<file path="config.mk">
export PLATFORM = sky130hd
export DESIGN_NAME = record_bubble_sort_core
export DESIGN_NICKNAME = d
export VERILOG_FILES = /design/src/hw/rtl/rbs_pkg.sv /design/src/hw/rtl/rbs_ram.sv /design/src/hw/rtl/record_bubble_sort_core.sv
export SDC_FILE = /design/constraint.sdc
export NUM_CORES = 1
export LEC_CHECK = 0
export CORE_ASPECT_RATIO = 0.6
export CORE_MARGIN = 10
export CORE_UTILIZATION = 42
export CTS_BUF_LIST = sky130_fd_sc_hd__clkbuf_8
export DETAILED_ROUTE_END_ITERATION = 10
export DONT_BUFFER_PORTS = 1
export PLACE_DENSITY_LB_ADDON = 0.3
export SYNTH_ARGS = -nofsm -noshare
export SYNTH_HDL_FRONTEND = slang
export SYNTH_SLANG_ARGS = --single-unit
</file>
<file path="constraint.sdc">
create_clock -name clk -period 7.1 [get_ports clk]
set_clock_uncertainty 0.05 [all_clocks]
set_input_delay 0.355 -clock clk [delete_from_list [all_inputs] [get_ports clk]]
set_output_delay 0.355 -clock clk [all_outputs]
set_load 0.005 [all_outputs]
</file>
<file path="src/hw/rtl/rbs_pkg.sv">
// ----------------------------------------------------------------------------
// rbs_pkg
// Shared types and constants for the record bubble-sort core.
// ----------------------------------------------------------------------------
package rbs_pkg;

	localparam int MAX_RECORDS_DEF = 8;
	localparam int KEY_W           = 32;
	localparam int PAY_W           = 32;
	localparam int REC_W           = KEY_W + PAY_W;

	typedef struct packed {
		logic [KEY_W-1:0] key;
		logic [PAY_W-1:0] payload;
	} rec_t;

	typedef enum logic [2:0] {
		S_LOAD,
		S_SORT_START,
		S_SORT_FIRST,
		S_SORT_STEP,
		S_SORT_TAIL,
		S_EMIT_RD,
		S_EMIT_LD
	} state_t;

endpackage

</file>
<file path="src/hw/rtl/rbs_ram.sv">
// ----------------------------------------------------------------------------
// rbs_ram
// Generic simple dual-port RAM, one write port, one read port, registered read.
// ----------------------------------------------------------------------------
module rbs_ram #(
	parameter int WIDTH  = rbs_pkg::REC_W,
	parameter int DEPTH  = rbs_pkg::MAX_RECORDS_DEF,
	parameter int ADDR_W = $clog2(DEPTH)
) (
	input  logic              clk,
	input  logic              we,
	input  logic [ADDR_W-1:0] waddr,
	input  logic [WIDTH-1:0]  wdata,
	input  logic              re,
	input  logic [ADDR_W-1:0] raddr,
	output logic [WIDTH-1:0]  rdata
);

	logic [WIDTH-1:0] mem_q [DEPTH];
	logic [WIDTH-1:0] rdata_q;

	always_ff @(posedge clk) begin
		if (we) begin
			mem_q[waddr] <= wdata;
		end
		// read data holds until the next read
		if (re) begin
			rdata_q <= mem_q[raddr];
		end
	end

	assign rdata = rdata_q;

endmodule

</file>
<file path="src/hw/rtl/record_bubble_sort_core.sv">
// ----------------------------------------------------------------------------
// record_bubble_sort_core
// Collects a set of key/payload records, bubble-sorts them by key, emits them.
// ----------------------------------------------------------------------------
// Usage:
//   Input channel (in_valid / in_stall): one word per record, sort_key plus
//   payload. last_item closes the set. Words are taken one per cycle while the
//   core is loading; records past MAX_RECORDS are dropped and flag overflow.
//   Once the closing word is taken, in_stall stays high until the whole sorted
//   run has been handed to the output register.
//   Output channel (out_valid / out_stall): one word per stored record, keys
//   ascending, equal keys in arrival order, out_last on the final word and
//   overflow repeated on every word of the run.
// Phases, for a set of n stored records:
//   load: words are written to the record RAM in arrival order.
//   sort: each pass walks one comparator over the store, and passes repeat
//         until a pass makes no swap (at most n passes).
//   emit: a setup read, then 1 word per cycle while the receiver takes them.
// The single record RAM port pair feeds the one key comparator.
// Reset clears the sequencer, record count, dropped flag and output valid; the
// record RAM is not cleared, only entries of the current set are read.
// A stalled receiver freezes the output word and pauses emission.
// ----------------------------------------------------------------------------
module record_bubble_sort_core #(
	parameter int MAX_RECORDS = rbs_pkg::MAX_RECORDS_DEF
) (
	input  logic                     clk,
	input  logic                     arst_n,
	// input channel
	input  logic                     in_valid,
	output logic                     in_stall,
	input  logic [rbs_pkg::KEY_W-1:0] sort_key,
	input  logic [rbs_pkg::PAY_W-1:0] payload,
	input  logic                     last_item,
	// output channel
	output logic                     out_valid,
	input  logic                     out_stall,
	output logic [rbs_pkg::KEY_W-1:0] out_key,
	output logic [rbs_pkg::PAY_W-1:0] out_payload,
	output logic                     out_last,
	output logic                     overflow
);

	localparam int IDX_W = $clog2(MAX_RECORDS);
	localparam int CNT_W = $clog2(MAX_RECORDS + 1);

	rbs_pkg::state_t state_q, state_d;

	logic [CNT_W-1:0] count_q, count_d;     // records stored this set
	logic             dropped_q, dropped_d; // a record of this set was dropped
	logic             swapped_q, swapped_d; // current pass made a swap
	rbs_pkg::rec_t    hold_q, hold_d;       // record bubbling up in this pass
	logic [IDX_W-1:0] pos_q, pos_d;         // index of record on RAM read data
	logic [IDX_W-1:0] emit_q, emit_d;       // index of record being emitted
	logic [IDX_W-1:0] last_idx;

	// RAM ports
	logic             ram_we;
	logic [IDX_W-1:0] ram_waddr;
	rbs_pkg::rec_t    ram_wdata;
	logic             ram_re;
	logic [IDX_W-1:0] ram_raddr;
	rbs_pkg::rec_t    rd_rec;

	// output register
	logic                      out_valid_q;
	logic [rbs_pkg::KEY_W-1:0] out_key_q;
	logic [rbs_pkg::PAY_W-1:0] out_payload_q;
	logic                      out_last_q;
	logic                      overflow_q;
	logic                      out_free;
	logic                      out_load;

	rbs_ram #(
		.WIDTH (rbs_pkg::REC_W),
		.DEPTH (MAX_RECORDS),
		.ADDR_W(IDX_W)
	) u_store (
		.clk  (clk),
		.we   (ram_we),
		.waddr(ram_waddr),
		.wdata(ram_wdata),
		.re   (ram_re),
		.raddr(ram_raddr),
		.rdata(rd_rec)
	);

	// count is at least one whenever this is used
	assign last_idx = IDX_W'(count_q - CNT_W'(1));
	assign out_free = !out_valid_q || !out_stall;

	always_ff @(posedge clk or negedge arst_n) begin
		if (!arst_n) begin
			state_q   <= rbs_pkg::S_LOAD;
			count_q   <= '0;
			dropped_q <= 1'b0;
			swapped_q <= 1'b0;
			pos_q     <= '0;
			emit_q    <= '0;
		end else begin
			state_q   <= state_d;
			count_q   <= count_d;
			dropped_q <= dropped_d;
			swapped_q <= swapped_d;
			pos_q     <= pos_d;
			emit_q    <= emit_d;
		end
	end

	always_ff @(posedge clk) begin
		hold_q <= hold_d;
	end

	// Sequencer: load, bubble passes with a held record, emit.
	// A pass reads entry 0 into hold, then for each next entry writes the
	// smaller of hold/entry one slot down and keeps the larger in hold.
	always_comb begin
		state_d   = state_q;
		count_d   = count_q;
		dropped_d = dropped_q;
		swapped_d = swapped_q;
		hold_d    = hold_q;
		pos_d     = pos_q;
		emit_d    = emit_q;
		in_stall  = 1'b1;
		ram_we    = 1'b0;
		ram_waddr = '0;
		ram_wdata = hold_q;
		ram_re    = 1'b0;
		ram_raddr = '0;
		out_load  = 1'b0;

		unique case (state_q)
			rbs_pkg::S_LOAD: begin
				in_stall = 1'b0;
				if (in_valid) begin
					if (count_q < CNT_W'(MAX_RECORDS)) begin
						ram_we    = 1'b1;
						ram_waddr = count_q[IDX_W-1:0];
						ram_wdata = {sort_key, payload};
						count_d   = count_q + CNT_W'(1);
					end else begin
						dropped_d = 1'b1;
					end
					if (last_item) begin
						emit_d = '0;
						if (count_d >= CNT_W'(2)) begin
							state_d = rbs_pkg::S_SORT_START;
						end else begin
							state_d = rbs_pkg::S_EMIT_RD;
						end
					end
				end
			end
			rbs_pkg::S_SORT_START: begin
				ram_re    = 1'b1;
				ram_raddr = '0;
				swapped_d = 1'b0;
				state_d   = rbs_pkg::S_SORT_FIRST;
			end
			rbs_pkg::S_SORT_FIRST: begin
				hold_d    = rd_rec;
				ram_re    = 1'b1;
				ram_raddr = IDX_W'(1);
				pos_d     = IDX_W'(1);
				state_d   = rbs_pkg::S_SORT_STEP;
			end
			rbs_pkg::S_SORT_STEP: begin
				ram_we    = 1'b1;
				ram_waddr = pos_q - IDX_W'(1);
				if (hold_q.key > rd_rec.key) begin
					// strict compare keeps equal keys in order
					ram_wdata = rd_rec;
					swapped_d = 1'b1;
				end else begin
					ram_wdata = hold_q;
					hold_d    = rd_rec;
				end
				if (pos_q == last_idx) begin
					state_d = rbs_pkg::S_SORT_TAIL;
				end else begin
					ram_re    = 1'b1;
					ram_raddr = pos_q + IDX_W'(1);
					pos_d     = pos_q + IDX_W'(1);
				end
			end
			rbs_pkg::S_SORT_TAIL: begin
				ram_we    = 1'b1;
				ram_waddr = last_idx;
				ram_wdata = hold_q;
				if (swapped_q) begin
					state_d = rbs_pkg::S_SORT_START;
				end else begin
					state_d = rbs_pkg::S_EMIT_RD;
				end
			end
			rbs_pkg::S_EMIT_RD: begin
				ram_re    = 1'b1;
				ram_raddr = emit_q;
				state_d   = rbs_pkg::S_EMIT_LD;
			end
			rbs_pkg::S_EMIT_LD: begin
				// read data holds entry emit_q until the output register frees
				if (out_free) begin
					out_load = 1'b1;
					if (emit_q == last_idx) begin
						count_d   = '0;
						dropped_d = 1'b0;
						state_d   = rbs_pkg::S_LOAD;
					end else begin
						emit_d    = emit_q + IDX_W'(1);
						ram_re    = 1'b1;
						ram_raddr = emit_q + IDX_W'(1);
					end
				end
			end
			default: begin
				state_d = rbs_pkg::S_LOAD;
			end
		endcase
	end

	// Output register
	always_ff @(posedge clk or negedge arst_n) begin
		if (!arst_n) begin
			out_valid_q <= 1'b0;
		end else if (out_load) begin
			out_valid_q <= 1'b1;
		end else if (!out_stall) begin
			out_valid_q <= 1'b0;
		end
	end

	always_ff @(posedge clk) begin
		if (out_load) begin
			out_key_q     <= rd_rec.key;
			out_payload_q <= rd_rec.payload;
			out_last_q    <= (emit_q == last_idx);
			overflow_q    <= dropped_q;
		end
	end

	assign out_valid   = out_valid_q;
	assign out_key     = out_key_q;
	assign out_payload = out_payload_q;
	assign out_last    = out_last_q;
	assign overflow    = overflow_q;

endmodule

</file>
# Word-level counts from Yosys, hierarchy flattened
# Memories as Yosys holds them, arrays and structs flattened. A register that Yosys moved wholly into a read port is not among the register bits.
# Index checks and enable logic that the tools add are counted.
[totals] ff_bits=146 mem_bits_rw=512 in_bits=69 out_inout_bits=68 wordCells=113 memories=1
[classes] add_sub_neg=5 order_cmp=3 eq_ne=19 n_mux=56 n_reduce_logical=16
[mem_list] memory="u_store.mem_q" words=8 width=64 read_ports=1 rd_ports_with_merged_regs=1 write_ports=1 line="rbs_ram.sv:19" rtl="logic [WIDTH-1:0] mem_q [DEPTH];"
[op_table] op="$mux 64" count=4
[op_table] op="$pmux 64 s2" count=2
[op_table] op="$mux 3" count=17
[op_table] op="$gt 32x32->1" count=1
[op_table] op="$mux 4" count=6
[op_table] op="$pmux 3 s7" count=1
[op_table] op="$ne 2x2->1 const B" count=10
[op_table] op="$mux 1" count=17
[op_table] op="$reduce_and 5->1" count=3
[op_table] op="$pmux 3 s2" count=2
[op_table] op="$pmux 3 s4" count=1
[op_table] op="$eq 3x3->1 const B" count=3
[op_table] op="$pmux 3 s3" count=1
[op_table] op="$pmux 4 s2" count=1
[op_table] op="$add 3x1->3 const B" count=2
[op_table] op="$eq 3x2->1 const B" count=2
[op_table] op="$eq 3x3->1" count=2
[op_table] op="$pmux 1 s2" count=3
[op_table] op="$reduce_and 2->1" count=3
[op_table] op="$reduce_bool 2->1" count=3
[op_table] op="$sub 3x1->3 const B" count=2
[op_table] op="$add 4x1->4 const B" count=1
[op_table] op="$ge 4x2->1 const B" count=1
[op_table] op="$lt 4x4->1 const B" count=1
[op_table] op="9 further kinds" count=10

# Depth between registers and ports, before layout
[logic_depth] ltp_word=9 ltp_mapped=14 ltp_nobuf=9

# Cells and area by module
# From an unflattened synthesis, not the netlist that was laid out.
[hier_totals] cells_unflattened=1372 area_unflattened_um2=28382.2
[by_module_without_submodules] module="rbs_ram" instances=1 cells_each=816 area_per_inst_um2=21187.8
[by_module_without_submodules] module="record_bubble_sort_core" instances=1 cells_each=556 area_per_inst_um2=7194.4

# Least setup slack after synthesis
# No wires, ideal clock.
[synth_path] kind="flip-flop to flip-flop" from="register u_store.rdata_q[58], in the netlist u_store.rdata[58] (read register of u_store.mem_q)" to="register hold_q[0] (netlist bit) (enable)" setup_ps=507 arrival_ps=4928 slack_ps=1615 stages_incl_launch_ff=10 n_path_buf=0 synth_period_minus_slack_ps=5485 path_cell_list="edfxtp_1 inv_1 ha_1 nand4_1 nor4_1 nand4_1 a21boi_0 a31oi_1 nand2_1 a21oi_1"
[synth_via] elab_chain_cells=3
[synth_lines] item="from (decl)" line="rbs_ram.sv:20" rtl="logic [WIDTH-1:0] rdata_q;"
[synth_lines] item="$gt 32x32->1" line="record_bubble_sort_core.sv:171" rtl="if (hold_q.key > rd_rec.key) begin"
[synth_lines] item="$ne 2x2->1 (no source line)"
[synth_lines] item="$reduce_and 2->1 (no source line)"
[synth_lines] item="to (signal assigned)" line="record_bubble_sort_core.sv:111" rtl="hold_q <= hold_d;"
[synth_lines] item="to (decl)" line="record_bubble_sort_core.sv:52" rtl="rbs_pkg::rec_t hold_q, hold_d;"
# Every way passes these cells.
# A chain may end at the register's enable or synchronous reset.

# Worst setup path in the final report
[layout_path] from="register count_q[0]" to="register u_store.rdata_q[47], in the netlist u_store.rdata[47] (read register of u_store.mem_q) (data pin)"
[layout_via] elab_chain_cells=5
[layout_lines] item="from (decl)" line="record_bubble_sort_core.sv:49" rtl="logic [CNT_W-1:0] count_q, count_d;"
[layout_lines] item="from (signal assigned)" line="record_bubble_sort_core.sv:102" rtl="count_q <= count_d;"
[layout_lines] item="$sub 3x1->3 (*)" line="record_bubble_sort_core.sv:89" rtl="assign last_idx = IDX_W'(count_q - CNT_W'(1));"
[layout_lines] item="$eq 3x3->1" line="record_bubble_sort_core.sv:206" rtl="if (emit_q == last_idx) begin"
[layout_lines] item="$mux 3 / $mux 1 (equally long branches)" line="record_bubble_sort_core.sv:206"
[layout_lines] item="$mux 3 / $mux 1 (equally long branches)" line="record_bubble_sort_core.sv:204" rtl="if (out_free) begin"
[layout_lines] item="$pmux 3 s4 / $pmux 1 s3 (equally long branches)" line="record_bubble_sort_core.sv:133" rtl="unique case (state_q)"
# Every way passes the cells marked *; elsewhere a longest branch is shown, timed or not.

==> run metrics <==
status complete, no violations; Post-Layout Cell Count 2941; DRT Pass-1 Iters 6; Mapped Area 28680 sq um; worst hold path class in2reg; Worst Path Arrival 5.26 ns; critical path class reg2reg; CP Launch Type flip-flop; Rel. slew slack 16.65%; number of global-route vias before repair 16400; RSZ-0062 raised after global routing false; Max Freq 206.6 MHz; Routed Antenna Nets 0; input/output buffers 0; worst-path fanout max 45; core area 67870 sq um; Inst Count DP 2741; pin count of the biggest net entering global routing 157; layout cells sized above 1 8.704%; clock slew at reported path FFs 0.07 ns; final RePlAce weighted congestion 0.8223; fin area 31580 sq um; starting DRC count in detailed routing 1911; H-tree Lvls 3; Syn Inst Count 1919; post-CTS setup buffers 0; hold_sp payload[14]; fin util 46.53%; Mean Syn Cell Area 14.95 sq um; Initial Util 42.26%; Fin. Hold Viols 0; CP required 7.52 ns; largest cells by area after synthesis edfxtp_1, nand2_1, o2111a_1; fraction of registers with async set/reset 2.216%; initial antenna violation count 16; GRT overflow 0; min cycle time layout 4.840 ns; CTS max path bufs 3; synthesis-to-layout area growth 10.10%; # hold bufs at CTS 6; FF-to-FF Start count_q[0]; CTS Sinks 722; syn nets 2026; Slowest Stage Delay on Critical Path 0.87 ns; WL/cell 25.21 microns; endpoints failing setup 0; detailed-route via count 16760; power per cell area 481.5 nW/um^2; DRC viols 0; slowest CP cell o311ai_1; Synth Flop Type edfxtp_1; Clk Latency, worst-skew pair 0.74 ns; row cnt 74; reg2reg end u_store.rdata[47]; global-route wire length before repair 109700 microns; Worst Path Buf+Inv 2; maximum VDD drop 0.4369 mV; nets@finish 2047; CP startpoint count_q[0]; All-Layer GR Usage 18.20%; Reg2Reg Setup Slack 2.26 ns; reg2reg path depth 9; number of max-cap violations 0; Synth area leader edfxtp_1; root buffer cell clkbuf_8; Distinct cells, synth 62; Leak Pwr 10.76 nW; CTS resizes 0; worst-margin pin slew 1.250 ns; fin. max-slew vios 0; Worst Hold Depth 2; Die Ht 222.4 microns; Yosys reg bits 722; top-area cell type share of the netlist area 73.91%; Setup Slack @ Placement 2.354 ns; Design Power 15.21 mW; post-DR vias/cell 5.699; setup TNS 0 ns; fin worst setup slack 2.260 ns; Final period util 68.17%; drt total wl 74150 microns; placed cell areas 29660 sq um; I/O pin total 137; die width 357.4 microns; Yosys warning total 0; Post-synth EDFFs 706; CP cell instances inv_1, ha_1, xnor2_1, o311ai_1, o221ai_4, nor2_4, buf_4, nand3_1, o2111a_1; Setup crit end kind flip-flop; CTS Buf Count 103; HPWL after DPL 39940 microns; sequential share of the synthesized area 75.31%; CTS tree yes; Die Area 79490 sq um; Fin Hold WS 0.05908 ns; Hold Path End u_store.mem_q[1][14]; CP top delay family compound AO/OA/AOI/OAI gates; fill count 5882
[layer usage]
| metal | routed length [microns] | part of all wire [%] | global-route usage [%] |
|---|---|---|---|
| met1 | 32550 | 44 | 26.62 |
| met5 | 41 | 0.055 | 0 |
| met4 | 1411 | 1.9 | 4.910 |
| met3 | 6947 | 9.4 | 4.147 |
| met2 | 33200 | 45 | 26.97 |
[where the power goes]
group          total, mW  internal (mW)  switching [mW]
combinational       4.78           1.47            3.31
sequential          7.41           6.85           0.562
clock               3.01           1.41            1.60
[kinds of logic (layout without fill, tap and decap cells)]
kind of cell	Yosys count	after routing	share of synthesized area [%]
AO/OA/AOI/OAI	328	328	9.244
XOR/XNOR	9	9	0.3751
adder cells (fa/ha/maj)	38	38	1.658
buffers and inverters	161	264	2.478
flip-flops	722	722	75.31
multiplexers	8	8	0.2923
other	0	7	0
AND/OR/NAND/NOR	653	653	10.64
[state kept, by name, indices dropped and copies added, names as in the netlist, 3 cells and up]
register       count
count_q            4
u_store.mem_q    512
u_store.rdata     64
out_key           32
emit_q             3
hold_q            64
pos_q              3
out_payload       32
state_q            3
[cell usage in the layout (no fill, tap or decap), types with 5 or more instances in the layout]
cell type        n
edfxtp_1       706
nor2_4           8
mux2i_1          5
nor3_1           5
nor2_1          73
and3_1          63
buf_4           27
clkinv_2         8
a211oi_1        63
clkbuf_8       103
inv_1           83
a21oi_1         21
ha_1            38
nand2b_1         6
o21ai_1         60
xor2_1           5
nand2_1        273
o21ai_0         16
o2111a_1        61
and2_1          68
dfrtp_1         16
a221o_1         65
nand3_1        129
a21o_1           7
nand4_1          7
diode_2          7
dlygate4sd3_1    6
clkinv_1        28
[cell usage after synthesis (3+ instances only)]
cell type / count
edfxtp_1: 706
nand2_1: 273
nand3_1: 130
nor2_1: 80
clkbuf_1: 76
and2_1: 71
a221o_1: 66
and3_1: 64
a211oi_1: 63
o2111a_1: 61
o21ai_1: 60
inv_1: 43
ha_1: 38
a21oi_1: 23
buf_2: 21
dfrtp_1: 16
o21ai_0: 16
buf_1: 10
buf_6: 9
a21o_1: 7
nand4_1: 7
nand2b_1: 6
mux2i_1: 5
nor3_1: 5
xor2_1: 5
nor2b_1: 4
a22oi_1: 3
a31oi_1: 3
mux2_2: 3
o22a_1: 3
o22ai_1: 3
o311a_1: 3
[cell type report]
type                       instances  area, sq um  area share [%]
timing repair buffer              34        282.8          0.8954
clock buffer                     103         1418           4.489
antenna                            7        17.52         0.05547
multi-input combinational       1036         6539           20.71
tap                              912         1141           3.613
sequential                       722        21600           68.40
inverter                          43        161.4          0.5111
clock inverter                    84        419.2           1.327
[how the worst max path moves through the flow]
stage	endpoint	cells after the start
after global placement	u_store.rdata[20]	9
final	u_store.rdata[47]	9
after detailed placement	u_store.rdata[47]	9
after CTS	u_store.rdata[47]	9
after global routing	u_store.rdata[20]	9
after floorplan	hold_q[0]	9
Power figures use the tool's default switching activity.
